[config.mk]
export PLATFORM = sky130hd
export DESIGN_NAME = sd_spi_command_framer_flat
export DESIGN_NICKNAME = d
export VERILOG_FILES = /design/src/sdf_pkg.sv /design/src/sdf_if.sv /design/src/sdf_front.sv /design/src/sdf_queue.sv /design/src/sdf_back.sv /design/src/sd_spi_command_framer.sv /design/src/flat_wrapper.sv
export SDC_FILE = /design/constraint.sdc
export NUM_CORES = 1
export LEC_CHECK = 0
export BUFFER_PORTS_ARGS = -buffer_cell sky130_fd_sc_hd__buf_2
export CAP_MARGIN = 20
export CORE_AREA = 2 2 136 112
export DETAILED_ROUTE_END_ITERATION = 8
export DIE_AREA = 0 0 138 114
export GPL_TIMING_DRIVEN = 0
export PLACE_DENSITY_LB_ADDON = 0.15
export RECOVER_POWER = 25
export SLEW_MARGIN = 20
export SYNTH_ARGS = -nofsm -noshare
export SYNTH_HDL_FRONTEND = slang
export SYNTH_SLANG_ARGS = --single-unit
[constraint.sdc]
create_clock -name clk_i -period 4.2 [get_ports clk_i]
set_clock_uncertainty 0.2 [all_clocks]
set_input_delay 0.21 -clock clk_i [delete_from_list [all_inputs] [get_ports clk_i]]
set_output_delay 0.21 -clock clk_i [all_outputs]
set_load 0.05 [all_outputs]
[src/sdf_pkg.sv]
`timescale 1ns / 1ps
`default_nettype none
// ----------------------------------------------------------------------------
// sdf_pkg
// shared types, constants and the crc7 step for the sd spi command framer
// ----------------------------------------------------------------------------
package sdf_pkg;

  localparam int unsigned PollLimit = 9;
  localparam int unsigned PollW     = 4;

  localparam logic [7:0] CmdFlag  = 8'h40;
  localparam logic [7:0] IdleByte = 8'hFF;
  localparam logic [6:0] CrcPoly  = 7'h09;

  localparam int unsigned QDepth = 2;
  localparam int unsigned QPtrW  = (QDepth > 1) ? $clog2(QDepth) : 1;
  localparam int unsigned QCntW  = $clog2(QDepth + 1);

  localparam int unsigned IdxW = 3;
  localparam logic [IdxW-1:0] IdxCmd  = 3'd0;
  localparam logic [IdxW-1:0] IdxArg3 = 3'd1;
  localparam logic [IdxW-1:0] IdxArg2 = 3'd2;
  localparam logic [IdxW-1:0] IdxArg1 = 3'd3;
  localparam logic [IdxW-1:0] IdxArg0 = 3'd4;
  localparam logic [IdxW-1:0] IdxCrc  = 3'd5;
  localparam logic [IdxW-1:0] IdxPoll = 3'd6;

  typedef enum logic {
    JOB_FRAME,
    JOB_RESULT
  } job_kind_e;

  typedef struct packed {
    job_kind_e   kind;
    logic [5:0]  cmd_index;
    logic [31:0] argument;
    logic [7:0]  tx_byte;
    logic        tx_valid;
    logic [7:0]  response;
    logic        response_valid;
    logic        timed_out;
  } job_t;

  function automatic logic [6:0] crc7_byte(input logic [6:0] crc, input logic [7:0] data);
    logic [6:0] c;
    logic       fb;
    c = crc;
    for (int i = 7; i >= 0; i--) begin
      fb = c[6] ^ data[i];
      c  = {c[5:0], 1'b0};
      if (fb) begin
        c = c ^ CrcPoly;
      end
    end
    return c;
  endfunction

endpackage
`default_nettype wire

[src/sdf_if.sv]
`timescale 1ns / 1ps
`default_nettype none
// ----------------------------------------------------------------------------
// sdf_cmd_if / sdf_res_if
// valid/ready channels for command words and result words
// ----------------------------------------------------------------------------
interface sdf_cmd_if;
  logic        valid;
  logic        ready;
  logic        command;
  logic [5:0]  cmd_index;
  logic [31:0] argument;
  logic [7:0]  rx_byte;

  modport source (output valid, command, cmd_index, argument, rx_byte, input ready);
  modport sink   (input valid, command, cmd_index, argument, rx_byte, output ready);
endinterface

interface sdf_res_if;
  logic       valid;
  logic       ready;
  logic [7:0] tx_byte;
  logic       tx_valid;
  logic [7:0] response;
  logic       response_valid;
  logic       timed_out;
  logic       last;

  modport source (output valid, tx_byte, tx_valid, response, response_valid, timed_out, last,
                  input ready);
  modport sink   (input valid, tx_byte, tx_valid, response, response_valid, timed_out, last,
                  output ready);
endinterface
`default_nettype wire

[src/sdf_front.sv]
`timescale 1ns / 1ps
`default_nettype none
// ----------------------------------------------------------------------------
// sdf_front
// accepts command words, tracks the exchange state and queues jobs
// ----------------------------------------------------------------------------
module sdf_front import sdf_pkg::*; (
  input  wire logic  clk_i,
  input  wire logic  rst_ni,
  sdf_cmd_if.sink    cmd_i,
  input  wire logic  q_full_i,
  output logic       push_o,
  output job_t       push_job_o
);

  logic             awaiting_q, awaiting_d;
  logic [PollW-1:0] polls_q, polls_d;
  logic             acc;

  assign cmd_i.ready = !q_full_i;
  assign acc         = cmd_i.valid && cmd_i.ready;

  always_comb begin
    awaiting_d = awaiting_q;
    polls_d    = polls_q;
    push_o     = 1'b0;
    push_job_o = '0;
    push_job_o.cmd_index = cmd_i.cmd_index;
    push_job_o.argument  = cmd_i.argument;
    if (acc) begin
      if (!cmd_i.command) begin
        push_o          = 1'b1;
        push_job_o.kind = JOB_FRAME;
        awaiting_d      = 1'b1;
        polls_d         = PollW'(PollLimit - 1);
      end else if (awaiting_q) begin
        push_o          = 1'b1;
        push_job_o.kind = JOB_RESULT;
        priority if (cmd_i.rx_byte != IdleByte) begin
          push_job_o.response       = cmd_i.rx_byte;
          push_job_o.response_valid = 1'b1;
          awaiting_d                = 1'b0;
          polls_d                   = '0;
        end else if (polls_q == '0) begin
          push_job_o.response       = IdleByte;
          push_job_o.response_valid = 1'b1;
          push_job_o.timed_out      = 1'b1;
          awaiting_d                = 1'b0;
        end else begin
          push_job_o.tx_byte  = IdleByte;
          push_job_o.tx_valid = 1'b1;
          polls_d             = polls_q - PollW'(1);
        end
      end
    end
  end

  always_ff @(posedge clk_i or negedge rst_ni) begin
    if (!rst_ni) begin
      awaiting_q <= 1'b0;
      polls_q    <= '0;
    end else begin
      awaiting_q <= awaiting_d;
      polls_q    <= polls_d;
    end
  end

endmodule
`default_nettype wire

[src/sdf_queue.sv]
`timescale 1ns / 1ps
`default_nettype none
// ----------------------------------------------------------------------------
// sdf_queue
// short job fifo between the front and back ends
// ----------------------------------------------------------------------------
module sdf_queue import sdf_pkg::*; (
  input  wire logic  clk_i,
  input  wire logic  rst_ni,
  input  wire logic  push_i,
  input  wire job_t  push_job_i,
  output logic       full_o,
  input  wire logic  pop_i,
  output logic       valid_o,
  output job_t       head_o
);

  job_t             mem_q [QDepth];
  logic [QPtrW-1:0] wr_ptr_q, rd_ptr_q;
  logic [QCntW-1:0] cnt_q;
  logic             do_push, do_pop;

  assign full_o  = (cnt_q == QCntW'(QDepth));
  assign valid_o = (cnt_q != '0);
  assign head_o  = mem_q[rd_ptr_q];
  assign do_push = push_i && !full_o;
  assign do_pop  = pop_i && valid_o;

  function automatic logic [QPtrW-1:0] ptr_inc(input logic [QPtrW-1:0] p);
    return (p == QPtrW'(QDepth - 1)) ? '0 : p + QPtrW'(1);
  endfunction

  always_ff @(posedge clk_i or negedge rst_ni) begin
    if (!rst_ni) begin
      wr_ptr_q <= '0;
      rd_ptr_q <= '0;
      cnt_q    <= '0;
    end else begin
      if (do_push) begin
        wr_ptr_q <= ptr_inc(wr_ptr_q);
      end
      if (do_pop) begin
        rd_ptr_q <= ptr_inc(rd_ptr_q);
      end
      if (do_push && !do_pop) begin
        cnt_q <= cnt_q + QCntW'(1);
      end else if (do_pop && !do_push) begin
        cnt_q <= cnt_q - QCntW'(1);
      end
    end
  end

  always_ff @(posedge clk_i) begin
    if (do_push) begin
      mem_q[wr_ptr_q] <= push_job_i;
    end
  end

endmodule
`default_nettype wire

[src/sdf_back.sv]
`timescale 1ns / 1ps
`default_nettype none
// ----------------------------------------------------------------------------
// sdf_back
// byte sequencer: walks queued jobs out as result words, crc7 on the fly
// ----------------------------------------------------------------------------
module sdf_back import sdf_pkg::*; (
  input  wire logic  clk_i,
  input  wire logic  rst_ni,
  input  wire logic  q_valid_i,
  input  wire job_t  q_head_i,
  output logic       pop_o,
  sdf_res_if.source  res_o
);

  logic            busy_q;
  job_t            job_q;
  logic [IdxW-1:0] idx_q;
  logic [6:0]      crc_q, crc_d;

  logic            out_valid_q;
  logic [7:0]      tx_byte_q, response_q;
  logic            tx_valid_q, response_valid_q, timed_out_q, last_q;

  logic            slot_free, emit, fin;
  logic [7:0]      tx_byte_c, response_c;
  logic            tx_valid_c, response_valid_c, timed_out_c, last_c;

  assign slot_free = !out_valid_q || res_o.ready;
  assign emit      = busy_q && slot_free;
  assign fin       = emit && last_c;
  assign pop_o     = q_valid_i && (!busy_q || fin);
  assign crc_d     = crc7_byte(crc_q, tx_byte_c);

  always_comb begin
    tx_byte_c        = '0;
    tx_valid_c       = 1'b0;
    response_c       = '0;
    response_valid_c = 1'b0;
    timed_out_c      = 1'b0;
    last_c           = 1'b1;
    unique case (job_q.kind)
      JOB_FRAME: begin
        tx_valid_c = 1'b1;
        last_c     = (idx_q == IdxPoll);
        unique case (idx_q)
          IdxCmd:  tx_byte_c = {2'b00, job_q.cmd_index} | CmdFlag;
          IdxArg3: tx_byte_c = job_q.argument[31:24];
          IdxArg2: tx_byte_c = job_q.argument[23:16];
          IdxArg1: tx_byte_c = job_q.argument[15:8];
          IdxArg0: tx_byte_c = job_q.argument[7:0];
          IdxCrc:  tx_byte_c = {crc_q, 1'b1};
          default: tx_byte_c = IdleByte;
        endcase
      end
      JOB_RESULT: begin
        tx_byte_c        = job_q.tx_byte;
        tx_valid_c       = job_q.tx_valid;
        response_c       = job_q.response;
        response_valid_c = job_q.response_valid;
        timed_out_c      = job_q.timed_out;
      end
      default: ;
    endcase
  end

  always_ff @(posedge clk_i or negedge rst_ni) begin
    if (!rst_ni) begin
      busy_q      <= 1'b0;
      idx_q       <= '0;
      crc_q       <= '0;
      out_valid_q <= 1'b0;
    end else begin
      if (pop_o) begin
        busy_q <= 1'b1;
        idx_q  <= '0;
        crc_q  <= '0;
      end else if (fin) begin
        busy_q <= 1'b0;
      end else if (emit) begin
        idx_q <= idx_q + IdxW'(1);
        crc_q <= crc_d;
      end
      if (emit) begin
        out_valid_q <= 1'b1;
      end else if (res_o.ready) begin
        out_valid_q <= 1'b0;
      end
    end
  end

  always_ff @(posedge clk_i) begin
    if (pop_o) begin
      job_q <= q_head_i;
    end
    if (emit) begin
      tx_byte_q        <= tx_byte_c;
      tx_valid_q       <= tx_valid_c;
      response_q       <= response_c;
      response_valid_q <= response_valid_c;
      timed_out_q      <= timed_out_c;
      last_q           <= last_c;
    end
  end

  assign res_o.valid          = out_valid_q;
  assign res_o.tx_byte        = tx_byte_q;
  assign res_o.tx_valid       = tx_valid_q;
  assign res_o.response       = response_q;
  assign res_o.response_valid = response_valid_q;
  assign res_o.timed_out      = timed_out_q;
  assign res_o.last           = last_q;

endmodule
`default_nettype wire

[src/sd_spi_command_framer.sv]
`timescale 1ns / 1ps
`default_nettype none
// ----------------------------------------------------------------------------
// sd_spi_command_framer
// sd card spi-mode command framing with crc7 and r1 response polling
// ----------------------------------------------------------------------------
// A start word (command 0) yields seven result words: the command byte, four
// argument bytes msb first, the crc7 byte and a first 0xff poll byte, the last
// one flagged. A received-byte word (command 1) yields one result word while an
// exchange is open: the r1 response, another 0xff poll, or a 0xff timeout
// after nine polls in all; it is dropped when no exchange is open. The front
// end decides each word in the cycle it is accepted and queues a job (two
// deep); the back end sequencer emits one result word per cycle while the
// result side is ready, and that sequencer sets the sustained rate. Words are
// taken while results wait, until the job queue is full.
module sd_spi_command_framer import sdf_pkg::*; (
  input  wire logic  clk_i,
  input  wire logic  rst_ni,
  sdf_cmd_if.sink    cmd_i,
  sdf_res_if.source  res_o
);

  logic push, q_full, pop, q_valid;
  job_t push_job, q_head;

  sdf_front u_front (
    .clk_i      (clk_i),
    .rst_ni     (rst_ni),
    .cmd_i      (cmd_i),
    .q_full_i   (q_full),
    .push_o     (push),
    .push_job_o (push_job)
  );

  sdf_queue u_queue (
    .clk_i      (clk_i),
    .rst_ni     (rst_ni),
    .push_i     (push),
    .push_job_i (push_job),
    .full_o     (q_full),
    .pop_i      (pop),
    .valid_o    (q_valid),
    .head_o     (q_head)
  );

  sdf_back u_back (
    .clk_i     (clk_i),
    .rst_ni    (rst_ni),
    .q_valid_i (q_valid),
    .q_head_i  (q_head),
    .pop_o     (pop),
    .res_o     (res_o)
  );

endmodule
`default_nettype wire

[src/flat_wrapper.sv]
// flat-port wrapper written by rule: the top's interface ports become plain ports
module sd_spi_command_framer_flat import sdf_pkg::*;
  (clk_i, rst_ni, cmd_i_valid, cmd_i_command, cmd_i_cmd_index, cmd_i_argument, cmd_i_rx_byte, cmd_i_ready, res_o_valid, res_o_tx_byte, res_o_tx_valid, res_o_response, res_o_response_valid, res_o_timed_out, res_o_last, res_o_ready);
  sdf_cmd_if cmd_i_i ();
  sdf_res_if res_o_i ();
  input  wire logic clk_i;
  input  wire logic rst_ni;
  input wire logic [$bits(cmd_i_i.valid)-1:0] cmd_i_valid;
  input wire logic [$bits(cmd_i_i.command)-1:0] cmd_i_command;
  input wire logic [$bits(cmd_i_i.cmd_index)-1:0] cmd_i_cmd_index;
  input wire logic [$bits(cmd_i_i.argument)-1:0] cmd_i_argument;
  input wire logic [$bits(cmd_i_i.rx_byte)-1:0] cmd_i_rx_byte;
  output wire logic [$bits(cmd_i_i.ready)-1:0] cmd_i_ready;
  output wire logic [$bits(res_o_i.valid)-1:0] res_o_valid;
  output wire logic [$bits(res_o_i.tx_byte)-1:0] res_o_tx_byte;
  output wire logic [$bits(res_o_i.tx_valid)-1:0] res_o_tx_valid;
  output wire logic [$bits(res_o_i.response)-1:0] res_o_response;
  output wire logic [$bits(res_o_i.response_valid)-1:0] res_o_response_valid;
  output wire logic [$bits(res_o_i.timed_out)-1:0] res_o_timed_out;
  output wire logic [$bits(res_o_i.last)-1:0] res_o_last;
  input wire logic [$bits(res_o_i.ready)-1:0] res_o_ready;
  assign cmd_i_i.valid = cmd_i_valid;
  assign cmd_i_i.command = cmd_i_command;
  assign cmd_i_i.cmd_index = cmd_i_cmd_index;
  assign cmd_i_i.argument = cmd_i_argument;
  assign cmd_i_i.rx_byte = cmd_i_rx_byte;
  assign cmd_i_ready = cmd_i_i.ready;
  assign res_o_valid = res_o_i.valid;
  assign res_o_tx_byte = res_o_i.tx_byte;
  assign res_o_tx_valid = res_o_i.tx_valid;
  assign res_o_response = res_o_i.response;
  assign res_o_response_valid = res_o_i.response_valid;
  assign res_o_timed_out = res_o_i.timed_out;
  assign res_o_last = res_o_i.last;
  assign res_o_i.ready = res_o_ready;
  sd_spi_command_framer u_core (.clk_i(clk_i), .rst_ni(rst_ni), .cmd_i(cmd_i_i), .res_o(res_o_i));
endmodule
==> impl.org <==
** Status
- Status :: completed

** Synth
- After synthesis, the netlist uses 42 different library cells.
- Number of instances in the synthesized netlist :: 426
- Synth Area per Inst :: 17.51 µm²
- The cell area that synthesis handed to floorplanning was 0.007457 mm².
- Synth Net Count :: 484
- Sequential cells were found to cover 75.50% of the synthesized design area.
- Number of storage elements in the synthesis netlist :: 191
- Yosys warning count :: 0

** STA
- Aggregate negative setup slack :: 0 ns
- Min setup slack post-route :: 1.116 ns
- The tightest hold path in the finished design has a slack of 0.1232 ns.
- Number of hold violations in the final report :: 0
- Count of endpoints failing setup in the final report :: 0
- Pins Over Slew Limit :: 0
- Worst slew pin tran :: 1.278 ns
- Headroom to the max-slew limit came out at 14.82%.
- RSZ-0062 raised after global routing :: false
- Dividing the final minimum period by the clock period gives 73.43%.
- Highest attainable clock frequency :: 324.3 MHz
- Minimum clock period after layout :: 3.084 ns

** Place
- Area after DPL :: 0.008132 mm²
- Final GP Congestion :: 0.8920
- Setup Slack @ Placement :: 1.164 ns
- HPWL after detailed placement :: 9.084 mm
- During placement, the flow inserted port buffers numbering 72.

** Detailed routing
- Once detail routing completed, the nets flagged for antenna violations numbered 0.
- Wire length per cell :: 18.22 µm
- Total iterations of the first detailed-routing run :: 4
- In the routed design, unresolved DRC markers number 0.
- In this run, the number of DRC markers left after iteration 0 of detailed routing was 279.
- Vias per cell :: 5.222
- Via count :: 4031
- Routed WL :: 14.06 mm

** Pwr
- The internal power of the cells totals 4.468 mW.
- In this run the power spent charging and discharging nets is 2.188 mW.
- Leakage component of the power :: 3.285 nW
- In this run the power density over the cells is 728.3 mW/mm².
- Relative contribution of combinational cells to total power :: 33.4%
- Overall power consumption after layout is estimated at 6.656 mW.
- Registers are responsible for 44.3% of the overall power.
- Fraction of power spent switching nets :: 32.87%
- Worst VDD drop :: 0.0004096 V
- Clock power frac :: 22.3%

** Final layout
- Number of filler cells placed in the layout :: 1082
- Summing all non-filler instances in the final layout gives an area of 0.009139 mm².
- Share of layout cells above drive strength 1 :: 23.50%
- Compared with the post-synthesis result, the final layout area differs by 22.55%.
- Post-layout net count :: 628
- Antenna diodes :: 0

** Floorplan
- The die covers 0.01573 mm².
- Top Ports :: 73
- Initial core utilization :: 51.38%
- Die width :: 138 µm
- Area of the placeable core :: 0.01451 mm²
- Die Y :: 114 µm
- In this run the core area contains 40 standard-cell rows.

** Clock network
- The clock passes through at most 2 buffers.
- TritonCTS built the clock tree.
- In this run, CTS created clock tree buffers numbering 17.
- CTS H-tree depth :: 4
- Clock latency on the worst-skew pair, taken at its later pin, is 0.43 ns.
- Post-CTS repair timing setup buffer count :: 0
- Clk root buf :: sky130_fd_sc_hd__clkbuf_16
- Clock-pin slew on the worst setup and hold paths :: 0.07 ns
- Sink Count :: 191

** GRT
- Maximum number of pins on one net before global-route repair :: 51
- In the global route stage, overall resource usage came out at 18.86%.
- Wire length of the first global-routing pass :: 22.12 mm
- Global routing finished with a remaining overflow of 0.
- Vias in the first global route :: 4117
- The initial antenna violation count is 0.

** Critical path
- Critical Path RT :: 4.31 ns
- Capturing element type of the critical path :: flip-flop
- The critical path is of the flip-flop to flip-flop type.
- Along the worst path, the maximum fanout reaches 10.
- The worst setup path is launched from a flip-flop.
- CP arrival :: 3.19 ns

** Run
- Maxcap violations :: 0

** Hold path
- Min-Delay Path Class :: primary input to flip-flop
critical path: stages, from the launching register on:
cell	delay [ns]
sky130_fd_sc_hd__dfrtp_1	0.32
sky130_fd_sc_hd__buf_4	0.21
sky130_fd_sc_hd__inv_1	0.12
sky130_fd_sc_hd__ha_1	0.20
sky130_fd_sc_hd__buf_6	0.14
sky130_fd_sc_hd__o41a_4	0.54
sky130_fd_sc_hd__a41oi_2	0.32
sky130_fd_sc_hd__xnor2_1	0.23
sky130_fd_sc_hd__xor3_1	0.39
sky130_fd_sc_hd__a221o_1	0.30
cells in the final DEF, fill, tap and decap left out, types with 5 or more instances in the layout:
cell and count:
sky130_fd_sc_hd__a21oi_1 11, sky130_fd_sc_hd__a22oi_1 10, sky130_fd_sc_hd__and2_1 9, sky130_fd_sc_hd__and3_1 12, sky130_fd_sc_hd__buf_1 5, sky130_fd_sc_hd__buf_2 41, sky130_fd_sc_hd__clkbuf_1 36, sky130_fd_sc_hd__clkbuf_16 17
sky130_fd_sc_hd__dfrtp_1 21, sky130_fd_sc_hd__dlygate4sd3_1 50, sky130_fd_sc_hd__edfxtp_1 170, sky130_fd_sc_hd__ha_1 7, sky130_fd_sc_hd__inv_1 12, sky130_fd_sc_hd__mux2_2 53, sky130_fd_sc_hd__nand2_1 20, sky130_fd_sc_hd__nand2b_1 5
sky130_fd_sc_hd__nor2_1 5, sky130_fd_sc_hd__o21ai_0 19, sky130_fd_sc_hd__xnor2_1 10, sky130_fd_sc_hd__xor2_1 5
flip-flops by register name, summed over array words and instances, names as in the netlist, 2 cells and up:
signal / cells
u_core.u_queue.cnt_q: 2
u_core.u_back.res_o.response: 8
u_core.u_back.job_q: 50
u_core.u_front.polls_q: 4
u_core.u_back.res_o.tx_byte: 8
u_core.u_back.crc_q: 7
u_core.u_queue.mem_q: 100
u_core.u_back.idx_q: 3
synthesized netlist by cell type, drive strengths merged:
cell,number,share of area [%]
a222oi,1,0.13
a21oi,11,0.74
nor2,5,0.25
nand2,20,1.0
and2,14,1.2
a41oi,2,0.34
a22o,3,0.35
a221o,1,0.13
dfrtp,21,7.0
xor2,5,0.59
o21ai,19,1.3
ha,7,1.2
a31oi,1,0.084
mux2,53,8.0
edfxtp,170,68
mux2i,2,0.27
xor3,3,1.0
nor2b,4,0.44
o31ai,1,0.10
o41a,1,0.29
nand2b,5,0.42
o41ai,1,0.12
a22oi,10,1.0
o22ai,2,0.17
nor4,1,0.084
clkbuf,4,0.20
a32o,3,0.40
buf,10,0.92
and3,12,1.0
nor3,2,0.13
a221oi,4,0.47
nand3,2,0.13
or3,1,0.084
inv,13,0.65
nand4,2,0.17
xnor2,10,1.2
stage by stage:
| stage | std cells | util, % |
|---|---|---|
| floorplan | 426 | - |
| global placement | 687 | 55.51 |
| detailed placement | 690 | 56.03 |
| CTS | 772 | 63.23 |
| global route | 772 | 62.97 |
| finish | 772 | 62.97 |
cells by family after synthesis:
| logic type | after synthesis | share of synthesized area [%] |
|---|---|---|
| buffers and inverters | 27 | 1.778 |
| adders and majority gates | 7 | 1.174 |
| muxes | 55 | 8.272 |
| and+or+nand+nor | 68 | 4.899 |
| DFF | 191 | 75.50 |
| xor gates and xnor gates | 18 | 2.768 |
| AOI/OAI and AO/OA | 60 | 5.604 |
final timing paths:
check	startpoint	end	slack (ns)	cells past startpoint
max	u_core.u_back.idx_q[2]$_DFFE_PN0P_	u_core.u_back.crc_q[6]$_DFFE_PN0P_	1.12	9
min reg2reg	u_core.u_queue.cnt_q[1]$_DFFE_PN0P_	u_core.u_queue.cnt_q[1]$_DFFE_PN0P_	0.32	1
max in group asynchronous	rst_ni	u_core.u_front.polls_q[0]$_DFFE_PN0P_	2.66	2
min	cmd_i_valid	u_core.u_queue.wr_ptr_q$_DFFE_PN0P_	0.12	4
max reg2reg	u_core.u_back.idx_q[2]$_DFFE_PN0P_	u_core.u_back.crc_q[6]$_DFFE_PN0P_	1.12	9
min in group asynchronous	rst_ni	u_core.u_back.res_o.valid$_DFFE_PN0P_	0.39	2
metal layers:
| layer | track usage [%] | wire, µm |
|---|---|---|
| met5 | 0 | 0 |
| met4 | 7.007 | 102 |
| met3 | 4.324 | 713 |
| met2 | 29.21 | 6534 |
| met1 | 26.60 | 6712 |
cell type report:
cell class | instances | area, µm² | share of cell area, %
buffer | 14 | 83.83 | 0.9173
clock buffer | 18 | 429.2 | 4.696
timing repair buffer | 125 | 888.4 | 9.721
sequential | 191 | 5630 | 61.61
tap | 189 | 236.5 | 2.588
inverter | 13 | 48.80 | 0.5340
multi-input combinational | 208 | 1705 | 18.66
clock inverter | 14 | 116.4 | 1.273
what timing repair did:
action,in CTS,in global routing
hold buffers,50,0
endpoints found under the hold margin,116,0
gates resized for setup,0,0
power groups by stage:
stage                     sequential (mW)  combinational [mW]  clock (mW)
final                                2.95                2.22        1.49
after global routing                 3.00                2.41        1.58
after CTS                            2.95                2.25        1.51
after detailed placement             2.98                2.19           0
after global placement               3.00                2.10           0
after floorplan                      3.22                1.35           0
(Power assumes the default switching activity.)
